[src/rtl/pcq_pkg.sv]
// pcq_pkg: shared types and constants for the priority class queue
// holds payload structs, slot and control types, request codes
// no dependencies
package pcq_pkg;

  localparam int ID_W         = 32;
  localparam int CLS_W        = 2;
  localparam int HELD_W       = 5;
  localparam int CAPACITY_DEF = 16;

  // class codes, highest first
  localparam logic [CLS_W-1:0] PREMIUM = 2'd3;
  localparam logic [CLS_W-1:0] REGULAR = 2'd2;
  localparam logic [CLS_W-1:0] SAVINGS = 2'd1;
  localparam logic [CLS_W-1:0] NO_CLASS = 2'd0;

  typedef enum logic {
    REQ_ADD   = 1'b0,
    REQ_SERVE = 1'b1
  } pcq_req_t;

  typedef struct packed {
    pcq_req_t                 req_type;
    logic signed [ID_W-1:0]   entry_id;
    logic        [CLS_W-1:0]  entry_class;
  } pcq_in_t;

  typedef struct packed {
    logic                     served_valid;
    logic signed [ID_W-1:0]   served_id;
    logic        [CLS_W-1:0]  served_class;
    logic                     add_dropped;
    logic        [HELD_W-1:0] held_count;
  } pcq_out_t;

  // one queue slot
  typedef struct packed {
    logic signed [ID_W-1:0]  id;
    logic        [CLS_W-1:0] cls;
  } pcq_slot_t;

  // broadcast control to every cell
  typedef struct packed {
    logic add;
    logic srv;
  } pcq_ctl_t;

endpackage

[src/rtl/pcq_cell.sv]
// pcq_cell: one slot of the insertion chain
// holds an entry, shifts toward the back on insert and toward the front on serve
// depends on pcq_pkg
module pcq_cell (
  input  logic               clk,
  input  pcq_pkg::pcq_ctl_t  ctl,
  input  logic               occ,
  input  pcq_pkg::pcq_slot_t new_slot,
  input  pcq_pkg::pcq_slot_t left_slot,
  input  logic               left_behind,
  input  pcq_pkg::pcq_slot_t right_slot,
  output pcq_pkg::pcq_slot_t slot,
  output logic               behind
);
  import pcq_pkg::*;

  pcq_slot_t slot_r;
  pcq_slot_t slot_nxt;

  // new entry goes behind this one when held class is equal or higher
  assign behind = occ && (slot_r.cls >= new_slot.cls);
  assign slot   = slot_r;

  always_comb begin
    slot_nxt = slot_r;
    if (ctl.srv) begin
      slot_nxt = right_slot;
    end else if (ctl.add && !behind) begin
      slot_nxt = left_behind ? new_slot : left_slot;
    end
  end

  always_ff @(posedge clk) begin
    slot_r <= slot_nxt;
  end

endmodule

[src/rtl/priority_class_queue_core.sv]
// priority_class_queue_core: bounded three-level stable priority queue
// top level, builds a chain of pcq_cell slots plus a fill counter
// depends on pcq_pkg and pcq_cell
//
// usage
//   in channel: one word per request, req_type add or serve, with entry_id
//   and entry_class for an add (class 0 counts as the lowest class)
//   out channel: exactly one result word per request word, in order
//   result: registered, on out_valid the cycle after its request is taken
//   throughput: one request per cycle while in_ready is high; every slot cell
//   compares its class with the incoming class in parallel and shifts one
//   place, so the chain updates in the same cycle the word is taken
//   an add lands behind every held entry of equal or higher class, so each
//   class leaves first-in first-out; an add to a full queue is dropped and
//   flagged, a serve of an empty queue returns zeros
//   stall: the result register is the only buffer; in_ready stays high while
//   it is empty or being drained, so a stalled receiver holds off new words
//   reset: clears the fill count and the result valid; slot contents are not
//   cleared, since only slots below the fill count are ever read
module priority_class_queue_core #(
  parameter int CAPACITY = pcq_pkg::CAPACITY_DEF
) (
  input  logic             clk,
  input  logic             rst_n,
  input  logic             in_valid,
  output logic             in_ready,
  input  pcq_pkg::pcq_in_t in_data,
  output logic             out_valid,
  input  logic             out_ready,
  output pcq_pkg::pcq_out_t out_data
);
  import pcq_pkg::*;

  localparam int CNT_W = $clog2(CAPACITY + 1);

  // fill count and result register
  logic [CNT_W-1:0] cnt_r, cnt_nxt;
  logic             out_valid_r, out_valid_nxt;
  pcq_out_t         out_data_r, out_data_nxt;

  logic      accept;
  logic      is_add, is_srv;
  logic      full, empty;
  pcq_ctl_t  ctl;
  pcq_slot_t new_slot;

  // chain wiring
  pcq_slot_t           slots  [CAPACITY];
  logic [CAPACITY-1:0] behind;
  logic [CAPACITY-1:0] occ;

  assign in_ready = !out_valid_r || out_ready;
  assign accept   = in_valid && in_ready;
  assign is_add   = (in_data.req_type == REQ_ADD);
  assign is_srv   = (in_data.req_type == REQ_SERVE);
  assign full     = (cnt_r == CNT_W'(CAPACITY));
  assign empty    = (cnt_r == '0);

  assign ctl.add = accept && is_add && !full;
  assign ctl.srv = accept && is_srv && !empty;

  // class 0 is taken as the lowest class
  assign new_slot.id  = in_data.entry_id;
  assign new_slot.cls = (in_data.entry_class == NO_CLASS) ? SAVINGS : in_data.entry_class;

  // slot chain, slot 0 is the front
  for (genvar i = 0; i < CAPACITY; i++) begin : g_cell
    pcq_slot_t left_s;
    pcq_slot_t right_s;
    logic      left_b;

    assign occ[i] = (CNT_W'(i) < cnt_r);

    if (i == 0) begin : g_front
      assign left_s = new_slot;
      assign left_b = 1'b1;
    end else begin : g_mid
      assign left_s = slots[i-1];
      assign left_b = behind[i-1];
    end

    if (i == CAPACITY - 1) begin : g_back
      assign right_s = slots[i];
    end else begin : g_inner
      assign right_s = slots[i+1];
    end

    pcq_cell u_cell (
      .clk        (clk),
      .ctl        (ctl),
      .occ        (occ[i]),
      .new_slot   (new_slot),
      .left_slot  (left_s),
      .left_behind(left_b),
      .right_slot (right_s),
      .slot       (slots[i]),
      .behind     (behind[i])
    );
  end

  // count and result word
  always_comb begin
    cnt_nxt       = cnt_r;
    out_valid_nxt = out_valid_r;
    out_data_nxt  = out_data_r;

    if (ctl.add) begin
      cnt_nxt = cnt_r + 1'b1;
    end else if (ctl.srv) begin
      cnt_nxt = cnt_r - 1'b1;
    end

    if (accept) begin
      out_valid_nxt             = 1'b1;
      out_data_nxt.served_valid = ctl.srv;
      out_data_nxt.served_id    = ctl.srv ? slots[0].id  : '0;
      out_data_nxt.served_class = ctl.srv ? slots[0].cls : NO_CLASS;
      out_data_nxt.add_dropped  = is_add && full;
      out_data_nxt.held_count   = HELD_W'(cnt_nxt);
    end else if (out_ready) begin
      out_valid_nxt = 1'b0;
    end
  end

  always_ff @(posedge clk) begin
    if (!rst_n) begin
      cnt_r       <= '0;
      out_valid_r <= 1'b0;
    end else begin
      cnt_r       <= cnt_nxt;
      out_valid_r <= out_valid_nxt;
    end
    out_data_r <= out_data_nxt;
  end

  assign out_valid = out_valid_r;
  assign out_data  = out_data_r;

  // checks
  a_cnt_bound: assert property (@(posedge clk) disable iff (!rst_n)
    cnt_r <= CNT_W'(CAPACITY))
    else $error("fill count above capacity");

  a_drop_on_full: assert property (@(posedge clk) disable iff (!rst_n)
    (accept && is_add && full) |=> (out_valid && out_data.add_dropped && cnt_r == $past(cnt_r)))
    else $error("add to full queue not dropped");

  a_serve_excl: assert property (@(posedge clk) disable iff (!rst_n)
    out_valid |-> !(out_data.served_valid && out_data.add_dropped))
    else $error("served and dropped in one result");

  a_serve_count: assert property (@(posedge clk) disable iff (!rst_n)
    ctl.srv |=> (cnt_r == $past(cnt_r) - 1'b1 && out_data.served_valid))
    else $error("serve did not remove one entry");

endmodule

[config.mk]
export PLATFORM = sky130hd
export DESIGN_NAME = priority_class_queue_core
export DESIGN_NICKNAME = d
export VERILOG_FILES = /design/src/rtl/pcq_pkg.sv /design/src/rtl/pcq_cell.sv /design/src/rtl/priority_class_queue_core.sv
export SDC_FILE = /design/constraint.sdc
export NUM_CORES = 1
export LEC_CHECK = 0
export BUFFER_PORTS_ARGS = -buffer_cell sky130_fd_sc_hd__buf_2
export CORE_MARGIN = 1.5
export CORE_UTILIZATION = 60
export CTS_BUF_LIST = sky130_fd_sc_hd__clkbuf_4
export DETAILED_ROUTE_END_ITERATION = 8
export PLACE_DENSITY_LB_ADDON = 0.05
export SLEW_MARGIN = 0
export SYNTH_ARGS = -nofsm -noshare
export SYNTH_HDL_FRONTEND = slang
export SYNTH_HIERARCHICAL = 1
export SYNTH_SLANG_ARGS = --single-unit
[constraint.sdc]
create_clock -name clk -period 7.63 [get_ports clk]
set_input_delay 1.526 -clock clk [delete_from_list [all_inputs] [get_ports clk]]
set_output_delay 1.526 -clock clk [all_outputs]
set_load 0.02 [all_outputs]
==> results.sh <==
export IMPL_cts_hold_buf=0
export IMPL_core_area_sq_um=51600
export IMPL_track_usage=0.260
export IMPL_cts_sinks=591
export IMPL_vias=20986
export IMPL_start_util=0.612
export IMPL_worstMarginPinSlew_ps=1270
export IMPL_rsz0062_at_grt="no"
export IMPL_worstSetupStartpointType="flop"
export IMPL_portBuffers=81
export IMPL_worstPathArrival_ps=4400
export IMPL_die_area_sq_um=54000
export IMPL_run_status="finished, final reports clean"
export IMPL_grt_max_degree=273
export IMPL_ios=82
export IMPL_power_frac_comb=0.286
export IMPL_antenna_found_initial=2
export IMPL_r2r_start="cnt_r[0]$_SDFF_PN0_"
export IMPL_worstHoldPathCells=1
export IMPL_path_clk_slew_ps=60
export IMPL_gp_congestion=0.809
export IMPL_finalMaxSlewViolations=0
export IMPL_die_y_um=232
export IMPL_drc=0
export IMPL_grt_ovfl_total=0
export IMPL_place_inst=3302
export IMPL_powerDensity_nw_per_um2=373
export IMPL_clock_skew_final_ps=25.2
export IMPL_instances_no_fill=3569
export IMPL_rows=83
export IMPL_hold_path_startpoint="g_cell[0].u_cell/slot[26]$_DFFE_PP_"
export IMPL_tns_ps=0
export IMPL_endpoint="g_cell[2].u_cell/slot[7]$_DFFE_PP_"
export IMPL_power_frac_clock=0.226
export IMPL_hpwl_um=44200
export IMPL_crit_reg2reg_capture="g_cell[2].u_cell/slot[7]$_DFFE_PP_"
export IMPL_cts_buffers=158
export IMPL_hold_path_class="reg -> reg"
export IMPL_htreeDepth=4
export IMPL_worstSkewPairLatency_ps=970
export IMPL_cap_violations=0
export IMPL_avgSynthCellArea_sq_um=11.7
export IMPL_finalSetupViolCount=0
export IMPL_cp_required_ps=8210
export IMPL_dieWidth_um=232
export IMPL_grt_first_pass_wirelength_um=113000
export IMPL_cts_tree="built"
export IMPL_final_nets=2857
export IMPL_vias_per_cell=5.88
export IMPL_period_needed_ps=3820
export IMPL_final_hold_viol_count=0
export IMPL_fill_cells=4087
export IMPL_vdd_drop_max_mv=0.188
export IMPL_synthesis_area_sq_um=31600
export IMPL_cts_resized=0
export IMPL_crit_start="cnt_r[0]$_SDFF_PN0_"
export IMPL_worst_path_max_fanout=191
export IMPL_power_frac_seq=0.488
export IMPL_r2r_setup_slack_ps=3810
export IMPL_fin_crit_sh=0.500
export IMPL_wl_um=69100
export IMPL_r2r_cells=7
export IMPL_area_growth_pct=5.91
export IMPL_drive_above_1_share=0.139
export IMPL_clock_fmax_mhz=262
export IMPL_drt_initial_drc_count=1394
export IMPL_swShare=0.338
export IMPL_post_cts_buffers=0
export IMPL_ant_nets=0
export IMPL_clk_path_buf_depth=3
export IMPL_first_pass_iters=7
export IMPL_worstSetupPathType="reg -> reg"
export IMPL_power_switching_w=0.00421
export IMPL_grt_pass1_vias=22718
export IMPL_post_drt_wl_per_cell_um=19.3
export IMPL_ys_warnings_count=6
export IMPL_crit_path_end_kind="flop"
export IMPL_intPower_w=0.00826
export IMPL_relSlewSlack=0.150
export IMPL_cts_root_buf="clkbuf_4"
export IMPL_synth_nets=2767
export IMPL_p_leak_nw=11.0
export IMPL_synthesis_instances=2692
==> layout make-up <==
type,instances,area [sq um],area share
sequential,591,17700,0.529
multi-input combinational,1858,12000,0.359
clock buffer,244,1830,0.0548
tap,680,851,0.0254
timing repair buffer,118,733,0.0219
inverter,55,206,0.00617
clock inverter,22,136,0.00408
antenna,1,2.50,0.0000748
==> metrics by stage <==
| stage | area [sq um] | power, W | utilization | setup WS [ps] | hold slack [ps] |
|---|---|---|---|---|---|
| 2_1_floorplan | 31600 | 0.00885 | - | 2100 | 524 |
| 3_3_place_gp | 31500 | 0.00954 | 0.610 | 3170 | 541 |
| 3_5_place_dp | 31500 | 0.00970 | 0.610 | 3070 | 538 |
| 4_1_cts | 33400 | 0.0126 | 0.648 | 3810 | 551 |
| 5_1_grt | 33400 | 0.0133 | 0.648 | 3560 | 577 |
| 6_report | 33400 | 0.0125 | 0.648 | 3810 | 548 |
==> per-layer routing <==
metal / global-route usage / part of all wire
met1: 0.310 / 0.42
met2: 0.458 / 0.52
met3: 0.0556 / 0.039
met4: 0.100 / 0.021
met5: 0 / 0.00017
==> worst min path at each step <==
stage,to,slack [ps]
after global routing,g_cell[11].u_cell/slot[20]$_DFFE_PP_,580
after detailed placement,out_data[32]$_SDFFCE_PN0N_,540
after CTS,out_data[38]$_SDFFCE_PN0N_,550
after global placement,out_data[33]$_SDFFCE_PN0N_,540
final,out_data[32]$_SDFFCE_PN0N_,550
after floorplan,out_data[20]$_SDFFCE_PN0N_,520
==> power by group through the flow <==
stage / clock, W / combinational, W / sequential, W
after global placement: 0 / 0.00340 / 0.00614
after floorplan: 0 / 0.00301 / 0.00584
after global routing: 0.00307 / 0.00398 / 0.00620
after CTS: 0.00290 / 0.00356 / 0.00610
after detailed placement: 0 / 0.00356 / 0.00614
final: 0.00282 / 0.00356 / 0.00608
==> critical path, stage by stage (launching register included) <==
cell	delay, ps
dfxtp_1	650
inv_1	250
ha_1	290
nand2b_1	120
o2111a_2	830
buf_12	580
a211o_1	180
buf_4	430
==> state kept, by name, indices dropped and copies added (netlist names) <==
| register | count |
|---|---|
| g_cell.u_cell/slot | 544 |
| cnt_r | 5 |
| out_valid | 1 |
| out_data | 41 |
==> cell usage in the layout, fill, tap and decap left out, types with 35 or more instances in the layout <==
master / count
o21ai_0: 68
and2_1: 35
edfxtp_1: 585
nand2_1: 553
nand2b_1: 40
o21ai_1: 464
mux2i_1: 546
ha_1: 36
clkbuf_4: 244
inv_1: 55
buf_2: 81
Note: power is estimated with default switching activity, not from simulation.
